===== src/sv/hav_pkg.sv =====
// ----------------------------------------------------------------------------
// hav_pkg
// Shared constants and elaboration-time table builders for the haversine
// distance pipeline (atan table, CORDIC gain, degree-to-radian scale).
// ----------------------------------------------------------------------------
package hav_pkg;

  localparam int CORDIC_STEPS_DEF    = 24;
  localparam int ANGLE_FRAC_BITS_DEF = 30;

  localparam int LAT_W  = 28;
  localparam int LON_W  = 29;
  localparam int DIST_W = 25;

  localparam logic signed [LAT_W-1:0] LAT_MAX = 28'sd90000000;
  localparam logic signed [LON_W-1:0] LON_MAX = 29'sd180000000;
  localparam logic signed [LON_W:0]   LON_MAX_WIDE = 30'sd180000000;
  localparam logic signed [LON_W:0]   FULL_TURN    = 30'sd360000000;

  localparam logic signed [LAT_W-1:0] TARGET_LAT_RST = 28'sd41391819;
  localparam logic signed [LON_W-1:0] TARGET_LON_RST = 29'sd2177176;

  localparam logic [23:0]       TWO_R_M     = 24'd12742000;
  localparam logic [DIST_W-1:0] HALF_CIRC_M = 25'd20015087;

  // Configuration register indexes
  localparam int CFG_IDX_W = 1;
  localparam logic [CFG_IDX_W-1:0] CFG_TARGET_LAT = 1'b0;
  localparam logic [CFG_IDX_W-1:0] CFG_TARGET_LON = 1'b1;

  localparam logic [63:0] PI_Q62 = 64'hC90FDAA22168C235;

  // Microdegrees to radians, Q62 scaled by 1/1440000000, rounded
  localparam int RAD_SCALE_W = 34;
  localparam logic [63:0] RAD_SCALE_Q = (PI_Q62 + 64'd720000000) / 64'd1440000000;
  localparam logic [RAD_SCALE_W-1:0] RAD_SCALE = RAD_SCALE_Q[RAD_SCALE_W-1:0];

  // Shift-subtract division, used only while building tables
  function automatic logic [63:0] udiv(logic [63:0] n, logic [63:0] d);
    logic [64:0] rem;
    logic [63:0] q;
    rem = '0;
    q   = '0;
    for (int b = 63; b >= 0; b--) begin
      rem = {rem[63:0], n[b]};
      if (rem >= {1'b0, d}) begin
        rem  = rem - {1'b0, d};
        q[b] = 1'b1;
      end
    end
    return q;
  endfunction

  // Rounded product a*b / 2^s
  function automatic logic [63:0] mulr(logic [63:0] a, logic [63:0] b, int s);
    logic [127:0] p;
    p = {64'd0, a} * {64'd0, b};
    p = p + (128'd1 << (s - 1));
    p = p >> s;
    return p[63:0];
  endfunction

  function automatic logic [63:0] q62_to_f(logic [63:0] a, int f);
    return (a + (64'd1 << (61 - f))) >> (62 - f);
  endfunction

  function automatic logic [63:0] atan_q62(int i);
    logic [63:0] sum;
    logic [63:0] t;
    int e;
    sum = '0;
    for (int k = 0; k < 32; k++) begin
      e = i * (2 * k + 1);
      if (e <= 62) begin
        t = udiv(64'd1 << (62 - e), 64'(2 * k + 1));
        if (k[0]) sum = sum - t;
        else      sum = sum + t;
      end
    end
    return sum;
  endfunction

  function automatic logic [63:0] atan_f(int i, int f);
    if (i == 0) return q62_to_f(PI_Q62 >> 2, f);
    return q62_to_f(atan_q62(i), f);
  endfunction

  // 1/sqrt(prod(1 + 2^-2i)) by Newton steps
  function automatic logic [63:0] gain_inv_f(int n, int f);
    logic [63:0] p;
    logic [63:0] y;
    logic [63:0] t;
    logic [63:0] u;
    logic [63:0] v;
    logic [63:0] three;
    p     = 64'd1 << 62;
    y     = (64'd1 << 61) + (64'd1 << 59);
    three = 64'd3 << 62;
    for (int i = 0; i < n; i++) p = p + (p >> (2 * i));
    for (int j = 0; j < 8; j++) begin
      t = mulr(y, y, 62);
      u = mulr(p, t, 62);
      v = (u < three) ? three - u : 64'd0;
      y = mulr(y, v, 63);
    end
    return q62_to_f(y, f);
  endfunction

endpackage


===== src/sv/hav_front.sv =====
// ----------------------------------------------------------------------------
// hav_front
// Clamp positions, form half-angle deltas and doubled latitudes, scale
// microdegrees to Q2.F radians. Four register stages.
// ----------------------------------------------------------------------------
module hav_front #(
  parameter int ANGLE_FRAC_BITS = hav_pkg::ANGLE_FRAC_BITS_DEF
) (
  input  logic                             clk,
  input  logic                             rst_n,
  input  logic                             en,
  input  logic                             valid_i,
  input  logic signed [hav_pkg::LAT_W-1:0] cur_lat_i,
  input  logic signed [hav_pkg::LON_W-1:0] cur_lon_i,
  input  logic signed [hav_pkg::LAT_W-1:0] tgt_lat_i,
  input  logic signed [hav_pkg::LON_W-1:0] tgt_lon_i,
  output logic                             valid_o,
  output logic signed [ANGLE_FRAC_BITS+2:0] z_dlat_o,
  output logic signed [ANGLE_FRAC_BITS+2:0] z_dlon_o,
  output logic signed [ANGLE_FRAC_BITS+2:0] z_lat1_o,
  output logic signed [ANGLE_FRAC_BITS+2:0] z_lat2_o
);

  localparam int F  = ANGLE_FRAC_BITS;
  localparam int AW = F + 3;
  localparam int MW = 28;
  localparam int PW = MW + hav_pkg::RAD_SCALE_W;
  localparam int SH = 60 - F;
  localparam int LW = hav_pkg::LAT_W;
  localparam int OW = hav_pkg::LON_W;

  // Stage A: clamp and differences
  logic signed [LW-1:0] lat1, lat2;
  logic signed [OW-1:0] lon1, lon2;
  logic signed [OW-1:0] dlat_a_r, lat1x2_a_r, lat2x2_a_r;
  logic signed [OW:0]   dlon_a_r;
  logic                 valid_a_r;

  always_comb begin
    lat1 = (cur_lat_i > hav_pkg::LAT_MAX) ? hav_pkg::LAT_MAX :
           (cur_lat_i < -hav_pkg::LAT_MAX) ? -hav_pkg::LAT_MAX : cur_lat_i;
    lat2 = (tgt_lat_i > hav_pkg::LAT_MAX) ? hav_pkg::LAT_MAX :
           (tgt_lat_i < -hav_pkg::LAT_MAX) ? -hav_pkg::LAT_MAX : tgt_lat_i;
    lon1 = (cur_lon_i > hav_pkg::LON_MAX) ? hav_pkg::LON_MAX :
           (cur_lon_i < -hav_pkg::LON_MAX) ? -hav_pkg::LON_MAX : cur_lon_i;
    lon2 = (tgt_lon_i > hav_pkg::LON_MAX) ? hav_pkg::LON_MAX :
           (tgt_lon_i < -hav_pkg::LON_MAX) ? -hav_pkg::LON_MAX : tgt_lon_i;
  end

  always_ff @(posedge clk) begin
    if (!rst_n) begin
      valid_a_r <= 1'b0;
    end else if (en) begin
      valid_a_r <= valid_i;
    end
  end

  always_ff @(posedge clk) begin
    if (en) begin
      dlat_a_r   <= {lat2[LW-1], lat2} - {lat1[LW-1], lat1};
      dlon_a_r   <= {lon2[OW-1], lon2} - {lon1[OW-1], lon1};
      lat1x2_a_r <= {lat1, 1'b0};
      lat2x2_a_r <= {lat2, 1'b0};
    end
  end

  // Stage B: wrap longitude, split into magnitude and sign
  logic signed [OW:0]   dlon_w;
  logic signed [OW-1:0] vals [4];
  logic [MW-1:0]        mag_b_r [4];
  logic [3:0]           neg_b_r;
  logic                 valid_b_r;

  always_comb begin
    dlon_w = dlon_a_r;
    if (dlon_a_r > hav_pkg::LON_MAX_WIDE)       dlon_w = dlon_a_r - hav_pkg::FULL_TURN;
    else if (dlon_a_r < -hav_pkg::LON_MAX_WIDE) dlon_w = dlon_a_r + hav_pkg::FULL_TURN;
    vals[0] = dlat_a_r;
    vals[1] = dlon_w[OW-1:0];
    vals[2] = lat1x2_a_r;
    vals[3] = lat2x2_a_r;
  end

  always_ff @(posedge clk) begin
    if (!rst_n) begin
      valid_b_r <= 1'b0;
    end else if (en) begin
      valid_b_r <= valid_a_r;
    end
  end

  always_ff @(posedge clk) begin
    if (en) begin
      for (int k = 0; k < 4; k++) begin
        neg_b_r[k] <= vals[k][OW-1];
        mag_b_r[k] <= vals[k][OW-1] ? MW'(-vals[k]) : vals[k][MW-1:0];
      end
    end
  end

  // Stage C: scale by pi/1440000000 in Q62
  logic [PW-1:0] prod_c_r [4];
  logic [3:0]    neg_c_r;
  logic          valid_c_r;

  always_ff @(posedge clk) begin
    if (!rst_n) begin
      valid_c_r <= 1'b0;
    end else if (en) begin
      valid_c_r <= valid_b_r;
    end
  end

  always_ff @(posedge clk) begin
    if (en) begin
      neg_c_r <= neg_b_r;
      for (int k = 0; k < 4; k++) begin
        prod_c_r[k] <= PW'(mag_b_r[k]) * PW'(hav_pkg::RAD_SCALE);
      end
    end
  end

  // Stage D: round to nearest Q2.F and restore sign
  logic [PW:0]          rsum [4];
  logic signed [AW-1:0] rmag [4];
  logic signed [AW-1:0] z_d_r [4];
  logic                 valid_d_r;

  always_comb begin
    for (int k = 0; k < 4; k++) begin
      rsum[k] = ({1'b0, prod_c_r[k]} + ((PW+1)'(1) << (SH - 1))) >> SH;
      rmag[k] = AW'(rsum[k]);
    end
  end

  always_ff @(posedge clk) begin
    if (!rst_n) begin
      valid_d_r <= 1'b0;
    end else if (en) begin
      valid_d_r <= valid_c_r;
    end
  end

  always_ff @(posedge clk) begin
    if (en) begin
      for (int k = 0; k < 4; k++) begin
        z_d_r[k] <= neg_c_r[k] ? -rmag[k] : rmag[k];
      end
    end
  end

  assign valid_o  = valid_d_r;
  assign z_dlat_o = z_d_r[0];
  assign z_dlon_o = z_d_r[1];
  assign z_lat1_o = z_d_r[2];
  assign z_lat2_o = z_d_r[3];

endmodule


===== config.mk =====
export PLATFORM = sky130hd
export DESIGN_NAME = hav_front
export DESIGN_NICKNAME = d
export VERILOG_FILES = /design/src/sv/hav_pkg.sv /design/src/sv/hav_front.sv
export SDC_FILE = /design/constraint.sdc
export NUM_CORES = 2
export LEC_CHECK = 0
export ABC_CLOCK_PERIOD_IN_PS = 8220
export BUFFER_PORTS_ARGS = -buffer_cell sky130_fd_sc_hd__buf_4
export CAP_MARGIN = 20
export CORE_ASPECT_RATIO = 1.25
export CORE_MARGIN = 5
export CORE_UTILIZATION = 45
export DETAILED_ROUTE_END_ITERATION = 6
export PLACE_DENSITY = 0.63
export SYNTH_ARGS = -nofsm -noshare
export SYNTH_HDL_FRONTEND = slang
export SYNTH_SLANG_ARGS = --single-unit

===== constraint.sdc =====
create_clock -name clk -period 8.22 [get_ports clk]
set_input_delay 2.466 -clock clk [delete_from_list [all_inputs] [get_ports clk]]
set_output_delay 2.466 -clock clk [all_outputs]
set_load 0.05 [all_outputs]

# Word-level counts from Yosys, hierarchy flattened
# Memory sizes are Yosys's and may differ from the RTL's.
# Index checks and enable logic that the tools add are counted.
dict set report word_totals {
  regBits 127
  ram_bits 480
  in_bits 118
  output_inout_bits 133
  elab_cells 63
  n_memories 3
}
dict set report op_classes {
  addsub 16
  multipliers 4
  magnitude_cmp 10
  n_mux 20
}
# memory depth word_bits rd rd_ports_with_merged_regs wr line_no
set mem_list {}
lappend mem_list {prod_c_r 4 59 4 0 4 hav_front.sv:102} ;# logic [PW-1:0] prod_c_r [4];
lappend mem_list {z_d_r 4 33 4 0 4 hav_front.sv:126} ;# logic signed [AW-1:0] z_d_r [4];
lappend mem_list {mag_b_r 4 28 4 0 4 hav_front.sv:70} ;# logic [MW-1:0] mag_b_r [4];
# cell n
set op_table {}
lappend op_table {{adder 62 x 30 -> 63 bit, second input constant} 4}
lappend op_table {{multiplier 28 x 31 -> 59 bit, second input constant} 4}
lappend op_table {{two-way mux 28 bit} 8}
lappend op_table {{two-way mux 29 bit} 6}
lappend op_table {{two-way mux 33 bit} 4}
lappend op_table {{negation 33 bit} 4}
lappend op_table {{negation 28 bit} 4}
lappend op_table {{> comparator 29 bit, second input constant} 2}
lappend op_table {{< comparator 29 bit, second input constant} 2}
lappend op_table {{> comparator 28 bit, second input constant} 2}
lappend op_table {{< comparator 28 bit, second input constant} 2}
lappend op_table {{> comparator 30 x 29 -> 1 bit, second input constant} 1}
lappend op_table {{< comparator 30 x 29 -> 1 bit, second input constant} 1}
lappend op_table {{subtractor 29 x 29 -> 30 bit} 1}
lappend op_table {{adder 29 bit, second input constant} 1}
lappend op_table {{subtractor 28 x 28 -> 29 bit} 1}
lappend op_table {{subtractor 29 bit, second input constant} 1}
lappend op_table {{two-way mux 1 bit} 2}

# Depth between registers and ports, before layout
dict set report logic_depth {
  ltp_word 5
  mapped_depth 28
}

# Worst setup path before layout
# Ideal clock, no wire load.
dict set report synth_path {
  path_kind {register -> register}
  start {memory mag_b_r[3][7]}
  end {memory prod_c_r[3][57] (netlist name), data pin}
  setup_ps 258
  arrival_time_ps 6861
  required_time_ps 7962
  path_slack_ps 1101
  path_stages_with_launch 25
  n_path_buf 1
  synth_period_minus_slack_ps 7119
  cell_sequence {edfxtp_1 > fa_1 > inv_1 > fa_1 > fa_1 > fa_1 > inv_1 > fa_1 > fa_1 > inv_1 > fa_1 > inv_1 > ha_1 > clkbuf_1 > a21oi_1 > a21oi_1 > o21ai_0 > a2111oi_0 > nand3_1 > o211a_1 > o21ai_1 > a211oi_1 > a31oi_1 > a21oi_1 > xnor2_1}
}
# element line_no
set synth_lines {}
lappend synth_lines {{from (decl)} hav_front.sv:70}
lappend synth_lines {{to (decl)} hav_front.sv:102}

==> qor_table.md <==
| Quantity | This run | Unit |
|:---|:---|:---|
| Starting Density | 0.451 | - |
| Average size of a mapped cell | 10.1 | µm² |
| Wire length reported by the detailed router | 215000 | µm |
| Wirelength per Cell | 19.5 | µm |
| Kind of capture point of the worst setup path | flop | - |
| Critical setup path kind | flop to flop | - |
| Hold crit path type | flop to flop | - |
| Startpoint kind of the worst setup timing path | flop | - |
| Ratio of cells with drive above 1 in the final layout | 0.0598 | - |
| Data required time at the worst endpoint | 8.64 | ns |
| Post-DP HPWL | 191000 | µm |
| Post-layout net count | 11300 | - |
| Top fanout value on the critical path | 7 | - |
| Worst reg2reg setup slack | 0.42 | ns |
| Starting DRT DRC Count | 2511 | - |
| Final slew viol count | 0 | - |
| Total number of H-tree levels | 2 | - |
| Number of global-route vias before repair | 62200 | - |
| Routed Antenna Nets | 0 | - |
| CTS-repair resized insts | 0 | - |
| Cts hold-fix bufs | 0 | - |
| Clock tree root driver cell | clkbuf_16 | - |
| Combined area of all synthesized cells | 0.0838 | mm² |
| Headroom to the max-slew limit | 0.308 | - |
| Num ports | 251 | - |
| Final Hold Fails | 0 | - |
| Cell count after synthesis | 8297 | - |
| Shortest clock period the worst path allows after layout | 7.80 | ns |
| Max Cap Viol | 0 | - |
| Syn-to-layout area delta | 8.54 | % |
| Share of the cycle needed by the critical path after routing | 0.949 | - |
| Final number of setup-violating endpoints | 0 | - |
| Unrepaired setup endpoints after global routing | false | - |
| Post-synth EDFFs | 497 | - |
| Setup Skew | 0.0282 | ns |
| Avg Vias per Cell | 5.11 | - |
| Die W | 396 | µm |
| Full die area | 0.195 | mm² |
| Total negative setup slack | 0 | ns |
| Final weighted congestion in routability-driven placement | 0.957 | - |
| Number of post-CTS setup repair buffers | 0 | - |
| Pin count of the biggest net entering global routing | 150 | - |
| Overflow left after global routing | 0 | - |
| Warning count from the yosys run | 0 | - |
| Count of placed standard cells including taps | 10900 | - |
| Prevailing post-synth register cell | edfxtp_1 | - |
| Insertion delay of the later-clocked pin in the worst-skew pair | 0.70 | ns |
| Number of remaining DRC errors | 0 | - |
| Global Route Usage Sum | 0.224 | - |
| Post-Route Utilization | 0.490 | - |
| TritonCTS clock tree | done | - |
| Filler instances | 17300 | - |
| Cts bufs inserted | 59 | - |
| Cell variety after synth | 104 | - |
| Part of the Yosys area used for sequential elements | 0.179 | - |
| Clock edge transition at the registers on the reported setup and hold paths | 0.06 | ns |
| First-pass iteration count of the detailed router | 5 | - |
| Number of register bits inferred by synthesis | 501 | - |
| Count of clock tree sinks | 501 | - |
| Final std cells w/o fill | 11000 | - |
| Via count | 56500 | - |
| Max Buffers Root-to-Sink | 3 | - |
| Global-route wire length before repair | 344000 | µm |
| Antenna violations before repair | 1 | - |
| Data arrival time of the critical path | 8.22 | ns |
| Slew at the pin closest to its max-slew limit | 1.04 | ns |
| Floorplan die height | 492 | µm |
| Row cnt | 177 | - |
| Net count of the mapped netlist | 11000 | - |
| Area of the core | 0.186 | mm² |
| FMAX | 0.128 | GHz |
| Async S/R FF share, synth | 0 | - |
| # port buffers | 250 | - |
| Outcome | complete, no violations | - |
[critical path, cell delays in order, from the launching register on]
cell       delay [ns]
edfxtp_1         0.69
inv_1            0.17
ha_1             0.36
inv_1            0.11
ha_1             0.22
inv_1            0.11
fa_1             0.54
inv_1            0.06
fa_1             0.56
fa_1             0.46
fa_1             0.56
inv_1            0.06
fa_1             0.53
inv_1            0.04
ha_1             0.34
or2_2            0.33
o311a_1          0.14
o2bb2ai_1        0.16
or3_1            0.31
a21oi_1          0.33
o211a_1          0.33
o21ai_1          0.15
a211oi_1         0.44
a31oi_1          0.22
a21oi_1          0.21
xnor2_1          0.08
[cell usage in the layout (no fill, tap or decap), types with 43 or more instances in the layout]
master,instances
inv_1,2260
ha_1,1355
fa_1,1250
edfxtp_1,497
xnor2_1,390
buf_4,336
nand2_1,283
a21oi_1,270
o21ai_0,269
nor2_1,248
xor2_1,163
nand3_1,115
a21o_1,111
nor3_1,98
nand4_1,73
nor2b_1,68
and3_1,61
clkbuf_16,59
nor4_1,51
o21a_1,46
nand2b_1,46
o31ai_1,43
[flip-flops by register name, indices dropped and copies added (netlist names)]
register / cells
prod_c_r: 132
z_d_r: 132
mag_b_r: 110
dlon_a_r: 30
dlat_a_r: 29
lat1x2_a_r: 28
lat2x2_a_r: 28
neg_b_r: 4
neg_c_r: 4
valid_a_r: 1
valid_b_r: 1
valid_c_r: 1
valid_o: 1
[per-layer routing]
metal | wire length (µm) | part of all wire | up-vias | GRT usage
met3 | 5930 | 0.028 | 316 | 0.0200
li1 | - | - | 27200 | -
met5 | 0 | 0 | - | 0
met2 | 113000 | 0.52 | 894 | 0.419
met4 | 8470 | 0.039 | 0 | 0.0741
met1 | 87900 | 0.41 | 28100 | 0.271
[area by class of cell]
cell class                 instances  area, µm²  area share
antenna                            2       5.00   0.0000550
clock buffer                      63       1490      0.0164
multi-input combinational       5417      59800       0.658
inverter                        2262       8490      0.0934
timing repair buffer             339       2580      0.0283
sequential                       501      15000       0.165
clock inverter                    45        523     0.00575
tap                             2416       3020      0.0332
[cells in the mapped netlist, types with 30 or more instances]
cell type,n,share of area
nand3_1,115,0.0069
a21oi_1,270,0.016
or2_2,33,0.0025
nor2b_1,68,0.0051
and2_1,34,0.0025
inv_1,2260,0.10
edfxtp_1,497,0.18
o21a_1,46,0.0041
nand2b_1,46,0.0034
a31oi_1,30,0.0022
xnor2_1,390,0.041
fa_1,1250,0.30
ha_1,1356,0.20
o31ai_1,43,0.0039
clkbuf_1,94,0.0042
o21ai_0,269,0.016
nand4_1,73,0.0055
and3_1,61,0.0046
nor2_1,248,0.011
nand2_1,283,0.013
a21o_1,111,0.0099
nor3_1,98,0.0059
nor4_1,51,0.0038
xor2_1,163,0.017
[logic make-up (layout without fill, tap and decap cells)]
group / after synthesis / after routing / synth area share
AOI/OAI and AO/OA: 1002 / 1002 / 0.0759
xor gates and xnor gates: 553 / 553 / 0.0578
and+or+nand+nor: 1232 / 1232 / 0.0760
adders and majority gates: 2606 / 2606 / 0.501
DFF: 501 / 501 / 0.179
other: 0 / 2 / 0
buffers and inverters: 2379 / 2709 / 0.107
muxes: 24 / 24 / 0.00300
[metrics by stage]
step | hold WS (ns) | setup WS (ns) | instance area (µm²)
3_5_place_dp | 0.406 | 0.251 | 88900
4_1_cts | 0.421 | 0.190 | 90900
5_1_grt | 0.430 | 0.00572 | 90900
6_report | 0.420 | 0.419 | 90900
2_1_floorplan | 0.400 | 1.10 | 83800
3_3_place_gp | 0.404 | 0.253 | 88900
[final timing paths]
check                       from         endpoint  cells after the start
setup / recovery  mag_b_r[3][11]  prod_c_r[3][57]                     25
hold / removal        neg_b_r[3]       neg_c_r[3]                      0
setup reg to reg  mag_b_r[3][11]  prod_c_r[3][57]                     25
hold reg to reg       neg_b_r[3]       neg_c_r[3]                      0
Power is not shown: default switching activity piles up to over one toggle a cycle in this logic, so the estimate is an artifact.
